### src/xmt_pkg.sv
`timescale 1ns / 1ps

package xmt_pkg;

  localparam int QUEUE_DEPTH_DEF = 4;

  localparam logic [7:0] CH_LT    = 8'h3C;
  localparam logic [7:0] CH_GT    = 8'h3E;
  localparam logic [7:0] CH_SLASH = 8'h2F;
  localparam logic [7:0] CH_QUEST = 8'h3F;
  localparam logic [7:0] CH_BANG  = 8'h21;
  localparam logic [7:0] CH_SPACE = 8'h20;
  localparam logic [7:0] CH_DASH  = 8'h2D;
  localparam logic [7:0] CH_LBRK  = 8'h5B;
  localparam logic [7:0] CH_RBRK  = 8'h5D;

  typedef enum logic [3:0] {
    M_IDLE, M_LT, M_BANG, M_BANG_DASH, M_CD_PREFIX, M_PROLOG, M_DOCTYPE, M_COMMENT,
    M_CDATA, M_TEXT, M_OPEN_NAME, M_OPEN_ATTR, M_OPEN_SLASH, M_OPEN_SKIP,
    M_CLOSE_NAME, M_CLOSE_SKIP
  } mode_t;

  typedef enum logic [2:0] {
    T_PROLOG, T_DOCTYPE, T_OPEN, T_CLOSE, T_SELF, T_TEXT, T_COMMENT, T_CDATA
  } tok_t;

  // which fixed markup string a prefix burst is read from
  typedef enum logic [1:0] {
    PFX_COMMENT, PFX_CDATA, PFX_PROLOG
  } pfx_sel_t;

  // one request from front to back: prefix bytes, optional byte, optional token end
  typedef struct packed {
    pfx_sel_t   pre_sel;
    logic [3:0] pre_len;
    logic       has_byte;
    logic [7:0] data;
    logic       has_end;
    tok_t       end_type;
    logic       unterm;
  } cmd_t;

  // "[CDATA[" indexed from 0
  function automatic logic [7:0] cdata_char(input logic [2:0] i);
    logic [7:0] c;
    case (i)
      3'd0: c = CH_LBRK;
      3'd1: c = 8'h43;
      3'd2: c = 8'h44;
      3'd3: c = 8'h41;
      3'd4: c = 8'h54;
      3'd5: c = 8'h41;
      3'd6: c = CH_LBRK;
      default: c = 8'h00;
    endcase
    return c;
  endfunction

  function automatic logic [7:0] prefix_char(input pfx_sel_t sel, input logic [3:0] i);
    logic [7:0] c;
    c = 8'h00;
    if (i == 4'd0) begin
      c = CH_LT;
    end else if (i == 4'd1) begin
      c = (sel == PFX_PROLOG) ? CH_QUEST : CH_BANG;
    end else if (sel == PFX_COMMENT) begin
      c = CH_DASH;
    end else if (sel == PFX_CDATA && i <= 4'd8) begin
      c = cdata_char(3'(i - 4'd2));
    end
    return c;
  endfunction

endpackage

### src/xmt_front.sv
`timescale 1ns / 1ps

module xmt_front (
  input  logic             clk,
  input  logic             rst,
  input  logic             in_valid,
  output logic             in_stall,
  input  logic             op,
  input  logic [7:0]       data_byte,
  input  logic             q_full,
  output logic             q_push,
  output xmt_pkg::cmd_t    q_cmd
);

  xmt_pkg::mode_t   mode, mode_next;
  logic [2:0]       pcnt, pcnt_next;
  logic [1:0]       tcnt, tcnt_next;
  logic             accept;
  logic             is_ws;
  logic             go_doctype;
  xmt_pkg::pfx_sel_t flush_sel;
  logic [3:0]       flush_len;
  logic [7:0]       term_ch;
  logic             term_hit;
  logic [1:0]       term_cnt;
  xmt_pkg::cmd_t    cmd;

  assign in_stall = q_full;
  assign accept   = in_valid && !q_full;
  assign q_cmd    = cmd;
  assign q_push   = accept && (cmd.pre_len != 4'd0 || cmd.has_byte || cmd.has_end);

  always_ff @(posedge clk) begin
    if (rst) begin
      mode <= xmt_pkg::M_IDLE;
      pcnt <= '0;
      tcnt <= '0;
    end else if (accept) begin
      mode <= mode_next;
      pcnt <= pcnt_next;
      tcnt <= tcnt_next;
    end
  end

  always_comb begin
    is_ws = data_byte inside {xmt_pkg::CH_SPACE, [8'd9:8'd13]};

    // held "<!" prefix and what has matched after it
    if (mode == xmt_pkg::M_BANG_DASH) begin
      flush_sel = xmt_pkg::PFX_COMMENT;
      flush_len = 4'd3;
    end else if (mode == xmt_pkg::M_CD_PREFIX) begin
      flush_sel = xmt_pkg::PFX_CDATA;
      flush_len = 4'd2 + ((pcnt > 3'd6) ? 4'd6 : {1'b0, pcnt});
    end else begin
      flush_sel = xmt_pkg::PFX_CDATA;
      flush_len = 4'd2;
    end

    // "--" / "]]" followed by '>'
    term_ch = (mode == xmt_pkg::M_COMMENT) ? xmt_pkg::CH_DASH : xmt_pkg::CH_RBRK;
    if (tcnt >= 2'd2) begin
      term_hit = (data_byte == xmt_pkg::CH_GT);
      term_cnt = (data_byte == term_ch) ? 2'd2 : 2'd0;
    end else begin
      term_hit = 1'b0;
      term_cnt = (data_byte == term_ch) ? tcnt + 2'd1 : 2'd0;
    end

    mode_next  = mode;
    pcnt_next  = pcnt;
    tcnt_next  = tcnt;
    go_doctype = 1'b0;
    cmd        = '0;

    if (op) begin
      cmd.has_end = (mode != xmt_pkg::M_IDLE);
      cmd.unterm  = (mode != xmt_pkg::M_TEXT);
      case (mode)
        xmt_pkg::M_TEXT:    cmd.end_type = xmt_pkg::T_TEXT;
        xmt_pkg::M_BANG, xmt_pkg::M_BANG_DASH, xmt_pkg::M_CD_PREFIX: begin
          cmd.pre_sel  = flush_sel;
          cmd.pre_len  = flush_len;
          cmd.end_type = xmt_pkg::T_DOCTYPE;
        end
        xmt_pkg::M_PROLOG:  cmd.end_type = xmt_pkg::T_PROLOG;
        xmt_pkg::M_DOCTYPE: cmd.end_type = xmt_pkg::T_DOCTYPE;
        xmt_pkg::M_COMMENT: cmd.end_type = xmt_pkg::T_COMMENT;
        xmt_pkg::M_CDATA:   cmd.end_type = xmt_pkg::T_CDATA;
        xmt_pkg::M_CLOSE_NAME, xmt_pkg::M_CLOSE_SKIP: cmd.end_type = xmt_pkg::T_CLOSE;
        default:            cmd.end_type = xmt_pkg::T_OPEN;
      endcase
      mode_next = xmt_pkg::M_IDLE;
      pcnt_next = '0;
      tcnt_next = '0;
    end else begin
      case (mode)
        xmt_pkg::M_IDLE: begin
          if (data_byte == xmt_pkg::CH_LT) begin
            mode_next = xmt_pkg::M_LT;
          end else if (!is_ws) begin
            mode_next    = xmt_pkg::M_TEXT;
            cmd.has_byte = 1'b1;
            cmd.data     = data_byte;
          end
        end
        xmt_pkg::M_TEXT: begin
          if (data_byte == xmt_pkg::CH_LT) begin
            cmd.has_end  = 1'b1;
            cmd.end_type = xmt_pkg::T_TEXT;
            mode_next    = xmt_pkg::M_LT;
            pcnt_next    = '0;
            tcnt_next    = '0;
          end else begin
            cmd.has_byte = 1'b1;
            cmd.data     = data_byte;
          end
        end
        xmt_pkg::M_LT: begin
          case (data_byte)
            xmt_pkg::CH_QUEST: begin
              cmd.pre_sel = xmt_pkg::PFX_PROLOG;
              cmd.pre_len = 4'd2;
              mode_next   = xmt_pkg::M_PROLOG;
              tcnt_next   = 2'd1;
            end
            xmt_pkg::CH_BANG:  mode_next = xmt_pkg::M_BANG;
            xmt_pkg::CH_SLASH: mode_next = xmt_pkg::M_CLOSE_NAME;
            xmt_pkg::CH_GT: begin
              cmd.has_end  = 1'b1;
              cmd.end_type = xmt_pkg::T_OPEN;
              mode_next    = xmt_pkg::M_IDLE;
            end
            xmt_pkg::CH_SPACE: mode_next = xmt_pkg::M_OPEN_ATTR;
            default: begin
              cmd.has_byte = 1'b1;
              cmd.data     = data_byte;
              mode_next    = xmt_pkg::M_OPEN_NAME;
            end
          endcase
        end
        xmt_pkg::M_BANG: begin
          if (data_byte == xmt_pkg::CH_DASH) begin
            mode_next = xmt_pkg::M_BANG_DASH;
          end else if (data_byte == xmt_pkg::CH_LBRK) begin
            mode_next = xmt_pkg::M_CD_PREFIX;
            pcnt_next = 3'd1;
          end else begin
            go_doctype = 1'b1;
          end
        end
        xmt_pkg::M_BANG_DASH: begin
          if (data_byte == xmt_pkg::CH_DASH) begin
            cmd.pre_sel = xmt_pkg::PFX_COMMENT;
            cmd.pre_len = 4'd4;
            mode_next   = xmt_pkg::M_COMMENT;
            tcnt_next   = 2'd2;
          end else begin
            go_doctype = 1'b1;
          end
        end
        xmt_pkg::M_CD_PREFIX: begin
          if (pcnt >= 3'd1 && pcnt <= 3'd6 && data_byte == xmt_pkg::cdata_char(pcnt)) begin
            if (pcnt == 3'd6) begin
              cmd.pre_sel = xmt_pkg::PFX_CDATA;
              cmd.pre_len = 4'd9;
              mode_next   = xmt_pkg::M_CDATA;
              pcnt_next   = '0;
              tcnt_next   = '0;
            end else begin
              pcnt_next = pcnt + 3'd1;
            end
          end else begin
            go_doctype = 1'b1;
          end
        end
        xmt_pkg::M_PROLOG: begin
          cmd.has_byte = 1'b1;
          cmd.data     = data_byte;
          if (tcnt == 2'd1 && data_byte == xmt_pkg::CH_GT) begin
            cmd.has_end  = 1'b1;
            cmd.end_type = xmt_pkg::T_PROLOG;
            mode_next    = xmt_pkg::M_IDLE;
            pcnt_next    = '0;
            tcnt_next    = '0;
          end else begin
            tcnt_next = (data_byte == xmt_pkg::CH_QUEST) ? 2'd1 : 2'd0;
          end
        end
        xmt_pkg::M_DOCTYPE: begin
          cmd.has_byte = 1'b1;
          cmd.data     = data_byte;
          if (data_byte == xmt_pkg::CH_GT) begin
            cmd.has_end  = 1'b1;
            cmd.end_type = xmt_pkg::T_DOCTYPE;
            mode_next    = xmt_pkg::M_IDLE;
            pcnt_next    = '0;
            tcnt_next    = '0;
          end
        end
        xmt_pkg::M_COMMENT, xmt_pkg::M_CDATA: begin
          cmd.has_byte = 1'b1;
          cmd.data     = data_byte;
          if (term_hit) begin
            cmd.has_end  = 1'b1;
            cmd.end_type = (mode == xmt_pkg::M_COMMENT) ? xmt_pkg::T_COMMENT
                                                        : xmt_pkg::T_CDATA;
            mode_next    = xmt_pkg::M_IDLE;
            pcnt_next    = '0;
            tcnt_next    = '0;
          end else begin
            tcnt_next = term_cnt;
          end
        end
        xmt_pkg::M_OPEN_NAME, xmt_pkg::M_OPEN_ATTR: begin
          if (data_byte == xmt_pkg::CH_GT) begin
            cmd.has_end  = 1'b1;
            cmd.end_type = xmt_pkg::T_OPEN;
            mode_next    = xmt_pkg::M_IDLE;
          end else if (data_byte == xmt_pkg::CH_SLASH) begin
            mode_next = xmt_pkg::M_OPEN_SLASH;
          end else if (mode == xmt_pkg::M_OPEN_NAME) begin
            if (data_byte == xmt_pkg::CH_SPACE) begin
              mode_next = xmt_pkg::M_OPEN_ATTR;
            end else begin
              cmd.has_byte = 1'b1;
              cmd.data     = data_byte;
            end
          end
        end
        xmt_pkg::M_OPEN_SLASH: begin
          if (data_byte == xmt_pkg::CH_GT) begin
            cmd.has_end  = 1'b1;
            cmd.end_type = xmt_pkg::T_SELF;
            mode_next    = xmt_pkg::M_IDLE;
          end else begin
            mode_next = xmt_pkg::M_OPEN_SKIP;
          end
        end
        xmt_pkg::M_OPEN_SKIP: begin
          if (data_byte == xmt_pkg::CH_GT) begin
            cmd.has_end  = 1'b1;
            cmd.end_type = xmt_pkg::T_OPEN;
            mode_next    = xmt_pkg::M_IDLE;
          end
        end
        xmt_pkg::M_CLOSE_NAME: begin
          if (data_byte == xmt_pkg::CH_GT) begin
            cmd.has_end  = 1'b1;
            cmd.end_type = xmt_pkg::T_CLOSE;
            mode_next    = xmt_pkg::M_IDLE;
          end else if (data_byte == xmt_pkg::CH_SPACE || data_byte == xmt_pkg::CH_SLASH) begin
            mode_next = xmt_pkg::M_CLOSE_SKIP;
          end else begin
            cmd.has_byte = 1'b1;
            cmd.data     = data_byte;
          end
        end
        xmt_pkg::M_CLOSE_SKIP: begin
          if (data_byte == xmt_pkg::CH_GT) begin
            cmd.has_end  = 1'b1;
            cmd.end_type = xmt_pkg::T_CLOSE;
            mode_next    = xmt_pkg::M_IDLE;
          end
        end
        default: begin
          mode_next = xmt_pkg::M_IDLE;
          pcnt_next = '0;
          tcnt_next = '0;
        end
      endcase

      // "<!" not followed by a comment or CDATA opener
      if (go_doctype) begin
        cmd.pre_sel  = flush_sel;
        cmd.pre_len  = flush_len;
        cmd.has_byte = 1'b1;
        cmd.data     = data_byte;
        mode_next    = xmt_pkg::M_DOCTYPE;
        pcnt_next    = '0;
        if (data_byte == xmt_pkg::CH_GT) begin
          cmd.has_end  = 1'b1;
          cmd.end_type = xmt_pkg::T_DOCTYPE;
          mode_next    = xmt_pkg::M_IDLE;
          tcnt_next    = '0;
        end
      end
    end
  end

endmodule

### src/xmt_queue.sv
`timescale 1ns / 1ps

module xmt_queue #(
  parameter int DEPTH = xmt_pkg::QUEUE_DEPTH_DEF
) (
  input  logic          clk,
  input  logic          rst,
  input  logic          push,
  input  xmt_pkg::cmd_t push_cmd,
  output logic          full,
  input  logic          pop,
  output logic          empty,
  output xmt_pkg::cmd_t head_cmd
);

  localparam int PW = (DEPTH > 1) ? $clog2(DEPTH) : 1;
  localparam int CW = $clog2(DEPTH + 1);

  xmt_pkg::cmd_t entries [DEPTH];
  logic [PW-1:0] wr_ptr, rd_ptr;
  logic [CW-1:0] count;
  logic          do_push, do_pop;

  assign full     = (count == CW'(DEPTH));
  assign empty    = (count == '0);
  assign head_cmd = entries[rd_ptr];
  assign do_push  = push && !full;
  assign do_pop   = pop && !empty;

  always_ff @(posedge clk) begin
    if (do_push) begin
      entries[wr_ptr] <= push_cmd;
    end
  end

  always_ff @(posedge clk) begin
    if (rst) begin
      wr_ptr <= '0;
      rd_ptr <= '0;
      count  <= '0;
    end else begin
      if (do_push) begin
        wr_ptr <= (wr_ptr == PW'(DEPTH - 1)) ? '0 : wr_ptr + PW'(1);
      end
      if (do_pop) begin
        rd_ptr <= (rd_ptr == PW'(DEPTH - 1)) ? '0 : rd_ptr + PW'(1);
      end
      if (do_push && !do_pop) begin
        count <= count + CW'(1);
      end else if (do_pop && !do_push) begin
        count <= count - CW'(1);
      end
    end
  end

endmodule

### src/xmt_back.sv
`timescale 1ns / 1ps

module xmt_back (
  input  logic          clk,
  input  logic          rst,
  input  logic          q_empty,
  input  xmt_pkg::cmd_t q_head,
  output logic          q_pop,
  output logic          out_valid,
  input  logic          out_stall,
  output logic          kind,
  output logic [7:0]    content_byte,
  output logic [2:0]    token_type,
  output logic          unterminated,
  output logic          last_of_run
);

  logic [3:0] idx;
  logic [3:0] total;
  logic       is_last;
  logic       load;
  logic       r_kind;
  logic [7:0] r_byte;
  logic [2:0] r_type;
  logic       r_unterm;

  assign total   = q_head.pre_len + {3'b0, q_head.has_byte} + {3'b0, q_head.has_end};
  assign is_last = (idx == total - 4'd1);
  assign load    = !out_valid || !out_stall;
  assign q_pop   = load && !q_empty && is_last;

  // pick result number idx out of the head request
  always_comb begin
    r_kind   = 1'b0;
    r_byte   = 8'h00;
    r_type   = 3'd0;
    r_unterm = 1'b0;
    if (idx < q_head.pre_len) begin
      r_byte = xmt_pkg::prefix_char(q_head.pre_sel, idx);
    end else if (idx == q_head.pre_len && q_head.has_byte) begin
      r_byte = q_head.data;
    end else begin
      r_kind   = 1'b1;
      r_type   = q_head.end_type;
      r_unterm = q_head.unterm;
    end
  end

  always_ff @(posedge clk) begin
    if (rst) begin
      out_valid <= 1'b0;
      idx       <= '0;
    end else if (load) begin
      out_valid <= !q_empty;
      if (!q_empty) begin
        idx <= is_last ? 4'd0 : idx + 4'd1;
      end
    end
  end

  always_ff @(posedge clk) begin
    if (load && !q_empty) begin
      kind         <= r_kind;
      content_byte <= r_byte;
      token_type   <= r_type;
      unterminated <= r_unterm;
      last_of_run  <= is_last;
    end
  end

endmodule

### src/xml_markup_tokenizer.sv
`timescale 1ns / 1ps

// Byte-serial XML tokenizer. One document byte (or an end-of-document mark) is
// taken per cycle while in_stall is low; the front decoder updates the parse
// state in that cycle and queues one request per byte that yields anything. The
// back end plays requests out as results at one per cycle while out_stall is low,
// from a registered output. The first result of a byte passes through the queue
// and then the output register. Bytes that yield at most one result each stream
// through at one per cycle while neither side stalls. A byte that releases a
// held "<!..." prefix yields up to ten results and occupies the output until the
// last of them is loaded. That request keeps its queue slot until its last
// result is loaded, so QUEUE_DEPTH - 1 further requests can wait behind it.
// in_stall is raised whenever the queue is full, even for bytes that yield nothing.
module xml_markup_tokenizer #(
  parameter int QUEUE_DEPTH = xmt_pkg::QUEUE_DEPTH_DEF
) (
  input  logic       clk,
  input  logic       rst,
  input  logic       in_valid,
  output logic       in_stall,
  input  logic       op,
  input  logic [7:0] data_byte,
  output logic       out_valid,
  input  logic       out_stall,
  output logic       kind,
  output logic [7:0] content_byte,
  output logic [2:0] token_type,
  output logic       unterminated,
  output logic       last_of_run
);

  logic          q_full, q_push, q_empty, q_pop;
  xmt_pkg::cmd_t q_in, q_head;

  xmt_front u_front (
    .clk       (clk),
    .rst       (rst),
    .in_valid  (in_valid),
    .in_stall  (in_stall),
    .op        (op),
    .data_byte (data_byte),
    .q_full    (q_full),
    .q_push    (q_push),
    .q_cmd     (q_in)
  );

  xmt_queue #(
    .DEPTH (QUEUE_DEPTH)
  ) u_queue (
    .clk      (clk),
    .rst      (rst),
    .push     (q_push),
    .push_cmd (q_in),
    .full     (q_full),
    .pop      (q_pop),
    .empty    (q_empty),
    .head_cmd (q_head)
  );

  xmt_back u_back (
    .clk          (clk),
    .rst          (rst),
    .q_empty      (q_empty),
    .q_head       (q_head),
    .q_pop        (q_pop),
    .out_valid    (out_valid),
    .out_stall    (out_stall),
    .kind         (kind),
    .content_byte (content_byte),
    .token_type   (token_type),
    .unterminated (unterminated),
    .last_of_run  (last_of_run)
  );

endmodule

### config.mk
export PLATFORM = sky130hd
export DESIGN_NAME = xml_markup_tokenizer
export DESIGN_NICKNAME = d
export VERILOG_FILES = /design/src/xmt_pkg.sv /design/src/xmt_front.sv /design/src/xmt_queue.sv /design/src/xmt_back.sv /design/src/xml_markup_tokenizer.sv
export SDC_FILE = /design/constraint.sdc
export NUM_CORES = 1
export LEC_CHECK = 0
export CORE_ASPECT_RATIO = 0.75
export CORE_UTILIZATION = 63
export DETAILED_ROUTE_END_ITERATION = 6
export DONT_BUFFER_PORTS = 1
export PLACE_DENSITY_LB_ADDON = 0.15
export SKIP_CTS_REPAIR_TIMING = 1
export SYNTH_ARGS = -nofsm -noshare
export SYNTH_HDL_FRONTEND = slang
export SYNTH_SLANG_ARGS = --single-unit
### constraint.sdc
create_clock -name clk -period 10.1 [get_ports clk]
set_clock_uncertainty 0.2 [all_clocks]
set_input_delay 2.02 -clock clk [delete_from_list [all_inputs] [get_ports clk]]
set_output_delay 2.02 -clock clk [all_outputs]
set_load 0.03 [all_outputs]
==> flow_summary.ini, run 1 <==
[run_status]
status = complete, no violations

[timing]
finalSetupViolCount = 0
post-route-min-period_ps = 5350
tightest_slew_ps = 1190
slew_headroom_pct = 20.5
setup-tns-final_ps = 0
fmax_mhz = 187
fin_crit_sh_pct = 53.0
rsz0062_at_grt = false
slew_violations = 0
hold_viol = 0

[floorplanning]
io_pins = 29
die_w_um = 121
fp.coreArea_sq_um = 10300
start_util_pct = 64.7
die_y_um = 91.0
row_count = 32
die_area_sq_um = 11000

[cells_and_area]
drive_gt1_share_pct = 10.7
area_delta_synth_final_pct = 9.28
n_antenna_cell = 0
stdcell_count = 753
nFillCells = 721
nets = 642

[clock_tree]
cts_root_buf = clkbuf_16
cts_buffers = 17
cts_buffer_depth = 2
htreeDepth = 4
cts_sinks = 117
clock_latency_ps = 400
clkTransAtPathRegs_ps = 50
cts_tree = built

[global_route]
grt_pass1_vias = 4849
use_met2_pct = 48.0
grt_max_degree = 28
grt_pass1_wl_um = 25900
use_met3_pct = 9.05
top_usage_layer = met2
antenna_found_initial = 0
gr-usage-met1_pct = 43.9
overflow = 0
grt_usage_pct = 31.6

[worst_setup_path]
cp.arrival_ps = 5490
required_ps = 10230
slowest_stage = or4b_1
cp.depth = 13
crit_type = primary input to register
critical_path_buf_inv_count = 1
critPathTopFamily = simple AND/OR/NAND/NOR gates
crit_chain = or4b_1 -> o21bai_1 -> o211ai_2 -> nor4_4 -> mux2i_1 -> o221a_2 -> a41oi_4 -> ha_1 -> inv_1 -> fa_1 -> xor2_1 -> or3_1 -> a21oi_1
startpoint_type = primary input
slowest_delay_ps = 560
r2r_setup_slack_ps = 5430
ff2ff_path_depth = 18
crit_path_max_fanout = 16
endpoint_kind = register

[synth]
synth_top_flop_cell = edfxtp_1
synth_cells = 613
netlist_area_sq_um = 6660
ys_seq_area_share_pct = 49.3
syn-num-nets = 651
synth.distinct_cells = 77
synth-edff-count = 94
postSynthAreaPerCell_sq_um = 10.9
synth_seq_cells = 117
async_flop_share_pct = 0
ys_warn_count = 0

[route]
wire_per_inst_um = 21.5
vias = 5065
routed_via_density = 6.73
drtIter0Drc = 761
routed_wl_um = 16200
final_antenna_net_count = 0
drcViolationCount = 0
dr.pass1.iters = 7

[power]
cellPowerDensity_nw_per_um2 = 247
p_leak_nw = 2.50
worst_ir_drop_vdd_mv = 0.155

[place]
place_congestion = 1.02
placed_cells = 721
numPortBuffers = 0
hpwl_um = 11500

[run]
maxCapViolCount = 0

[worst_hold_path]
min_path_type = register to register
min_path_cells = 2
-- synthesized netlist by cell type, drive strengths merged, types with 3 or more instances --
| cell type | number | area (sq um) |
|---|---|---|
| a211oi | 5 | 37.5 |
| a21o | 3 | 22.5 |
| a21oi | 36 | 180 |
| a22o | 3 | 26.3 |
| a31oi | 7 | 43.8 |
| a41oi | 4 | 53.8 |
| and2 | 17 | 106 |
| and3 | 7 | 43.8 |
| and4 | 3 | 26.3 |
| buf | 7 | 30.0 |
| clkbuf | 23 | 86.3 |
| dfxtp | 23 | 460 |
| edfxtp | 94 | 2820 |
| ha | 23 | 288 |
| inv | 36 | 135 |
| mux2i | 11 | 110 |
| mux4 | 20 | 450 |
| nand2 | 41 | 154 |
| nand2b | 12 | 75.1 |
| nand3 | 12 | 60.1 |
| nand3b | 4 | 30.0 |
| nand4 | 8 | 50.1 |
| nand4b | 3 | 26.3 |
| nor2 | 58 | 225 |
| nor2b | 8 | 50.1 |
| nor3 | 14 | 70.1 |
| nor3b | 5 | 37.5 |
| nor4 | 6 | 58.8 |
| o211ai | 5 | 42.5 |
| o21a | 3 | 22.5 |
| o21ai | 44 | 220 |
| o22ai | 4 | 25.0 |
| o311ai | 3 | 26.3 |
| o31ai | 3 | 27.5 |
| o32ai | 3 | 26.3 |
| o41ai | 3 | 26.3 |
| or2 | 4 | 25.0 |
| or3 | 4 | 25.0 |
| or4b | 4 | 43.8 |
| xnor2 | 5 | 43.8 |
| xor2 | 5 | 43.8 |
-- flip-flops by register name (all words and copies together) (netlist names), named ones only --
register             count
u_queue.wr_ptr           2
u_back.idx               4
u_back.kind              1
u_queue.rd_ptr           2
u_front.mode             4
u_front.tcnt             2
u_back.token_type        3
u_back.content_byte      8
u_back.unterminated      1
u_back.last_of_run       1
u_queue.entries         80
u_back.out_valid         1
u_front.pcnt             3
u_queue.count            3
-- cell families (layout without fill, tap and decap cells) --
| kind of cell | count (synthesis) | after routing | share of synthesized area (%) |
|---|---|---|---|
| xor gates and xnor gates | 10 | 10 | 1.31 |
| adders and majority gates | 25 | 25 | 4.92 |
| and+or+nand+nor | 214 | 214 | 17.2 |
| muxes | 33 | 33 | 8.81 |
| AOI/OAI and AO/OA | 148 | 148 | 14.7 |
| DFF | 117 | 117 | 49.3 |
| buffers and inverters | 66 | 70 | 3.78 |
-- per-layer routing --
metal,share of wire (%),vias to the layer above
met5,0,-
met4,1.8,0
met3,8.8,31
met2,46,277
met1,43,2442
li1,-,2315
-- power breakdown --
group	internal (mW)	switching, mW	total (mW)
logic	0.193	0.305	0.498
clock network	0.358	0.205	0.563
registers	0.627	0.106	0.734
-- per-stage QoR --
step	power (mW)	setup slack [ps]	cell area, sq um	utilization, %	hold slack (ps)
after floorplan	1.11	4710	6660	-	267
after global placement	1.21	4510	6730	65.4	280
after detailed placement	1.23	4380	6730	65.4	299
after CTS	1.79	4790	7280	70.7	307
after global routing	1.89	4520	7280	70.7	361
final	1.79	4750	7280	70.7	305
-- path summary, 6_finish.rpt --
kind                            startpoint                             to
max                           data_byte[2]  u_queue.count[2]$_SDFFE_PP0P_
min          u_queue.count[2]$_SDFFE_PP0P_  u_queue.count[2]$_SDFFE_PP0P_
max reg2reg                       register  u_queue.count[2]$_SDFFE_PP0P_
min reg2reg  u_queue.count[2]$_SDFFE_PP0P_  u_queue.count[2]$_SDFFE_PP0P_
-- cell usage in the layout, fill, tap and decap left out, types with 4 or more instances in the layout --
cell        n
or3_1       4
o211ai_1    4
nor2b_1     8
nor3_1     14
nand4_1     8
o21ai_1    18
edfxtp_1   94
xor2_1      5
o21ai_0    26
a21oi_1    36
xnor2_1     5
mux2i_1    11
nor2_1     57
nand2b_1   12
clkinv_2    5
clkbuf_16  17
nor3b_1     5
nand3_1    12
and2_1     17
nand3b_1    4
ha_1       23
a31oi_1     7
a211oi_1    5
nand2_1    41
nor4_1      4
inv_1      30
o22ai_1     4
and3_1      7
mux4_2     20
dfxtp_1    23
inv_2       6
-- final cells by class --
type	count	area (sq um)	area share, %
sequential	117	3280	45.1
multi-input combinational	430	3130	42.9
clock buffer	20	437	6.00
tap	136	170	2.34
inverter	36	135	1.86
clock inverter	12	113	1.55
timing repair buffer	2	15.0	0.206
-- worst register-to-register path: cells and delay by family, from the launching register on --
kind            cells  cell delay, ps
compound gates      1             140
xor+xnor            3             450
fa+ha+maj           5            1150
buf+inv             5             640
flops               1             310
mux                 1             590
simple gates        3            1130
Note: power is estimated with default switching activity, not from simulation.
==> inputs of run 2 (changes only) <==
--- a/config.mk
+++ b/config.mk
@@ -5,6 +5,7 @@
 export SDC_FILE = /design/constraint.sdc
 export NUM_CORES = 1
 export LEC_CHECK = 0
+export ABC_AREA = 1
 export CORE_ASPECT_RATIO = 0.75
 export CORE_UTILIZATION = 63
 export DETAILED_ROUTE_END_ITERATION = 6
==> constraint.sdc (replaced) <==
create_clock -name clk -period 5 [get_ports clk]
set_clock_uncertainty 0.2 [all_clocks]
set_input_delay 1 -clock clk [delete_from_list [all_inputs] [get_ports clk]]
set_output_delay 1 -clock clk [all_outputs]
set_load 0.03 [all_outputs]
==> run 2 against run 1 <==
  * The flow now finishes with violations (DRC)
  * Combinational power increased to 4.8 times the previous value
  * Synthesized area decreased by 2.7%
  * Sequential power increased by 130%
  * Sequential cell count unchanged
  * Utilization increased by 2.7 points
  * Final area decreased by 0.93%
  * Global-route usage increased by 2.4 points
  * Highest routed layer unchanged
==> flow_summary.ini, run 2 <==
[run_status]
status = finished with violations
violations = DRC

[floorplanning]
die_w_um = 119
start_util_pct = 66.0
row_count = 31
die_area_sq_um = 10700
fp.coreArea_sq_um = 9810
die_y_um = 89.8
io_pins = 29

[power]
p_int_mw = 2.98
power_frac_comb_pct = 45.1
pwr-share-clk_pct = 23.2
worst_ir_drop_vdd_mv = 0.516
switchingPower_mw = 2.34
p_leak_nw = 2.99
power_mw = 5.32
cellPowerDensity_nw_per_um2 = 738
swShare_pct = 44.0
power_frac_seq_pct = 31.7

[timing]
slew_violations = 0
tightest_slew_ps = 796
slew_headroom_pct = 46.2
fin_crit_sh_pct = 89.9
fmax_mhz = 222
rsz0062_at_grt = false
hold_viol = 0
fin_ws_ps = 504
setup-tns-final_ps = 0
finalSetupViolCount = 0
post-route-min-period_ps = 4500

[place]
place_congestion = 1.04
numPortBuffers = 0
placed_cell_area_sq_um = 6610
hpwl_um = 11900
dpl_worst_slack_ps = 652
placed_cells = 862

[cells_and_area]
largest_register_ffs = 80
reg_top3 = u_queue.entries: 80 flops, u_back.content_byte: 8 flops
drive_gt1_share_pct = 9.84
n_antenna_cell = 0
finalInstanceArea_sq_um = 7210
final_common_cell = nand2_1
area_delta_synth_final_pct = 11.3
nets = 787
stdcell_count = 894
nFillCells = 706
final_cell_mix = 136 x nand2_1, 98 x nor2_1, 94 x edfxtp_1
top_register = u_queue.entries

[worst_setup_path]
r2r_setup_slack_ps = 500
cp.arrival_ps = 4600
crit_path_max_fanout = 38
startpoint_type = register
slowest_delay_ps = 410
required_ps = 5110
crit_chain = buf_4 -> a21oi_1 -> a32oi_1 -> inv_1 -> ha_1 -> inv_1 -> ha_1 -> fa_1 -> xnor2_1 -> xnor2_1 -> nor3_1 -> nand2_1 -> nor2_1 -> inv_1 -> ha_1 -> inv_1 -> fa_1 -> o21ai_0 -> a21oi_1
slowest_stage = fa_1
crit_type = register to register
crit_top_cell = inv_1
endpoint_kind = register

[clock_tree]
clkTransAtPathRegs_ps = 60
htreeDepth = 4
cts_root_buf = clkbuf_16
cts_tree = built
clock_latency_ps = 420
cts_sinks = 117
cts_buffers = 17
cts_buffer_depth = 2

[route]
final_antenna_net_count = 0
wire_per_inst_um = 19.5
routed_wl_um = 17400
drcViolationCount = 3
drtIter0Drc = 764
routed_via_density = 6.13
dr.pass1.iters = 7
vias = 5476

[synth]
ys_warn_count = 0
yosys-top-cells-area = edfxtp_1 44%, nand2_1 7.9%, dfxtp_1 7.1%, nor2_1 5.7%, inv_1 4.8%
netlist_area_sq_um = 6480
synth_top_area_share_pct = 43.6
synthMostInstantiatedCell = nand2_1
synth.distinct_cells = 49
synthTopCellsByCount = 136 x nand2_1, 98 x nor2_1, 94 x edfxtp_1
syn-num-nets = 779
synth_top_flop_cell = edfxtp_1
yosysTopAreaCell = edfxtp_1
synth-edff-count = 94
postSynthAreaPerCell_sq_um = 8.74
synth_seq_cells = 117
async_flop_share_pct = 0
synth_cells = 741
ys_seq_area_share_pct = 50.7

[global_route]
antenna_found_initial = 0
grt_max_degree = 39
grt_pass1_vias = 5138
grt_usage_pct = 34.0
overflow = 0
grt_pass1_wl_um = 27200

[run]
maxCapViolCount = 0

[worst_hold_path]
min_path_type = register to register
==> run 2: cell types whose count changed in the layout (fill, tap and decap cells not counted), sizes merged, moves of 11 or more <==
cell / delta
mux4: -20
nand3: +31
mux2i: -11
nor2: +51
and2: -17
nand2: +104
inv: +57
nand2b: -12
o21ai: +12
==> run 2: layout make-up <==
cell class	instances	area [sq um]	share of cell area [%]
Sequential cell	117	3280	45.5
Multi-Input combinational cell	513	2750	38.1
Clock buffer	18	429	5.95
Inverter	92	350	4.86
Clock inverter	14	173	2.39
Tap cell	132	165	2.29
Timing Repair Buffer	8	60.1	0.833
==> run 2: critical path: cells and delay by family (launching register included) <==
family          cells  cell delay [ps]
buf+inv             5              760
fa+ha+maj           5             1510
xor+xnor            2              270
simple gates        3              610
flops               1              370
compound gates      4              660
==> run 2: through the flow <==
stage                     hold WS, ps  util, %
after floorplan                   261        -
after global placement            282     67.3
after detailed placement          292     67.3
after CTS                         301     73.5
after global routing              325     73.5
final                             301     73.5
==> run 2: cells by family (layout without fill, tap and decap cells) <==
logic type | Yosys count | after routing | share of synthesized area, %
simple gates | 339 | 339 | 23.3
compound gates | 140 | 140 | 12.9
flops | 117 | 117 | 50.7
buf+inv | 111 | 132 | 6.89
fa+ha+maj | 25 | 25 | 5.06
xor+xnor | 9 | 9 | 1.22
==> run 2: worst paths after layout <==
check	from	end	depth (start not counted)
setup / recovery	register	u_queue.count[1]$_SDFFE_PP0P_	19
hold / removal	u_queue.count[1]$_SDFFE_PP0P_	u_queue.count[1]$_SDFFE_PP0P_	2
setup reg to reg	register	u_queue.count[1]$_SDFFE_PP0P_	19
hold reg to reg	u_queue.count[1]$_SDFFE_PP0P_	u_queue.count[1]$_SDFFE_PP0P_	2
==> run 2: power groups by stage <==
| stage | Sequential [mW] | Clock, mW | Combinational (mW) |
|---|---|---|---|
| floorplan | 1.66 | 0 | 1.71 |
| global placement | 1.69 | 0 | 2.18 |
| detailed placement | 1.70 | 0 | 2.25 |
| CTS | 1.68 | 1.24 | 2.32 |
| global route | 1.71 | 1.28 | 2.62 |
| finish | 1.69 | 1.24 | 2.40 |
==> run 2: layer usage <==
metal  part of all wire (%)  global-route usage, %  vias to the layer above  wire length [um]
met5                      0                      0                        -                 0
met1                     43                   46.5                     2519              7460
met2                     44                   50.3                      358              7600
li1                       -                      -                     2565                 -
met3                     11                   12.0                       34              1970
met4                    2.1                   11.6                        0               369
==> inputs of run 3 (changes only) <==
--- a/config.mk
+++ b/config.mk
@@ -7,10 +7,10 @@
 export LEC_CHECK = 0
 export ABC_AREA = 1
 export CORE_ASPECT_RATIO = 0.75
-export CORE_UTILIZATION = 63
+export CORE_UTILIZATION = 50
 export DETAILED_ROUTE_END_ITERATION = 6
 export DONT_BUFFER_PORTS = 1
-export PLACE_DENSITY_LB_ADDON = 0.15
+export MAX_ROUTING_LAYER = met4
 export SKIP_CTS_REPAIR_TIMING = 1
 export SYNTH_ARGS = -nofsm -noshare
 export SYNTH_HDL_FRONTEND = slang
==> run 3 against run 2 <==
  * Sequential cell count is the same
  * Highest routed layer unchanged
  * First-iteration DRC count shrank 31%
  * Non-clock buffer count grew 1
  * The run now ends clean
  * Via count shrank 2.5%
==> flow_summary.ini, run 3 (synthesis results as in run 2) <==
[cells_and_area]
drive_gt1_share_pct = 10.6
largest_register_ffs = 80
nets = 788
nFillCells = 1106
top_register = u_queue.entries
reg_top3 = u_queue.entries: 80 flops, u_back.content_byte: 8 flops
finalInstanceArea_sq_um = 7250
area_delta_synth_final_pct = 12.0
final_common_cell = nand2_1
final_cell_mix = 136 x nand2_1, 95 x nor2_1, 94 x edfxtp_1

[route]
wire_per_inst_um = 18.6
final_antenna_net_count = 0
routed_wl_um = 17300
drcViolationCount = 0
drtIter0Drc = 524
vias = 5341
dr.pass1.iters = 5
routed_via_density = 5.74

[power]
power_frac_comb_pct = 45.3
pwr-share-clk_pct = 22.4
power_frac_seq_pct = 32.4
swShare_pct = 44.9
switchingPower_mw = 2.34
p_int_mw = 2.87
cellPowerDensity_nw_per_um2 = 717
p_leak_nw = 2.99
worst_ir_drop_vdd_mv = 0.342

[timing]
hold_viol = 0
slew_headroom_pct = 45.1
finalSetupViolCount = 0
setup-tns-final_ps = 0
fmax_mhz = 227
rsz0062_at_grt = false
post-route-min-period_ps = 4410
fin_crit_sh_pct = 88.2
tightest_slew_ps = 813
slew_violations = 0

[floorplanning]
fp.coreArea_sq_um = 12400
die_w_um = 133
io_pins = 29
row_count = 35
die_area_sq_um = 13400
start_util_pct = 52.1
die_y_um = 101

[place]
hpwl_um = 12900
placed_cell_area_sq_um = 6670
place_congestion = 0.983
numPortBuffers = 0

[clock_tree]
cts_tree = built
cts_root_buf = clkbuf_16
clock_latency_ps = 410
cts_buffers = 17
clkTransAtPathRegs_ps = 60
htreeDepth = 4
cts_sinks = 117
cts_buffer_depth = 2

[global_route]
grt_usage_pct = 28.4
grt_pass1_vias = 4918
overflow = 0
antenna_found_initial = 0
grt_pass1_wl_um = 27200
grt_max_degree = 32

[worst_setup_path]
critPathTopFamily = adder cells
startpoint_type = register
crit_type = register to register
slowest_delay_ps = 540
endpoint_kind = register
slowest_stage = dfxtp_1
crit_chain = buf_4 -> a21oi_1 -> a32o_1 -> ha_1 -> inv_1 -> ha_1 -> fa_1 -> xnor2_1 -> xnor2_1 -> nor3_1 -> nand2_1 -> nor2_1 -> inv_1 -> ha_1 -> inv_1 -> fa_1 -> o21ai_0 -> a21oi_1
cp.arrival_ps = 4510
required_ps = 5100
critical_path_buf_inv_count = 4
crit_path_max_fanout = 31

[worst_hold_path]
min_path_type = register to register

[run_status]
status = complete, no violations

[run]
maxCapViolCount = 0
==> run 3: cell types whose count changed in the layout (fill, tap and decap cells not counted), sizes merged, moves of 2 or more <==
cell | before | now
bufinv | 3 | 0
clkinvlp | 4 | 1
clkinv | 6 | 8
inv | 93 | 98
==> run 3: per-layer routing <==
layer / vias up / wire length, um / share of wire, % / track usage (%)
met5: - / 0 / 0 / -
met4: 0 / 140 / 0.81 / 7.34
met3: 9 / 1220 / 7.0 / 6.18
met2: 189 / 7190 / 42 / 39.0
met1: 2575 / 8750 / 51 / 42.0
li1: 2568 / - / - / -
==> run 3: final timing paths <==
| path | startpoint | to | slack [ps] | cells after the start |
|---|---|---|---|---|
| max | register | u_queue.count[1]$_SDFFE_PP0P_ | 590 | 18 |
| min | u_queue.count[1]$_SDFFE_PP0P_ | u_queue.count[1]$_SDFFE_PP0P_ | 300 | 2 |
| max reg2reg | register | u_queue.count[1]$_SDFFE_PP0P_ | 590 | 18 |
| min reg2reg | u_queue.count[1]$_SDFFE_PP0P_ | u_queue.count[1]$_SDFFE_PP0P_ | 300 | 2 |
==> run 3: per-stage QoR <==
step                      total power [mW]  hold WS (ps)  setup WS [ps]  util (%)  std cells
final                                 5.20           303            592      58.3        930
after global routing                  5.59           344           85.0      58.3        929
after CTS                             5.19           304            579      58.3        929
after detailed placement              4.02           292            599      53.6        897
after global placement                3.94           282            783      53.6        897
after floorplan                       3.37           261            841         -        741
==> run 3: power by group through the flow <==
stage	sequential (mW)	clock (mW)	combinational (mW)
after detailed placement	1.70	0	2.31
after global routing	1.71	1.23	2.65
after CTS	1.68	1.18	2.32
final	1.68	1.16	2.35
after global placement	1.70	0	2.24
after floorplan	1.66	0	1.71
==> run 3: final cells by class <==
class	instances	area, sq um	area share (%)
antenna	1	2.50	0.0345
timing repair buffer	9	67.6	0.931
clock buffer	17	425	5.86
tap	166	208	2.86
inverter	92	350	4.83
sequential	117	3280	45.3
clock inverter	15	160	2.21
multi-input combinational	513	2760	38.0
==> run 3: worst min-delay path, delay by kind of cell (launching register included) <==
| kind | cells | cell delay [ps] |
|---|---|---|
| buffers and inverters | 1 | 70 |
| AO/OA/AOI/OAI | 1 | 60 |
| flip-flops | 1 | 320 |
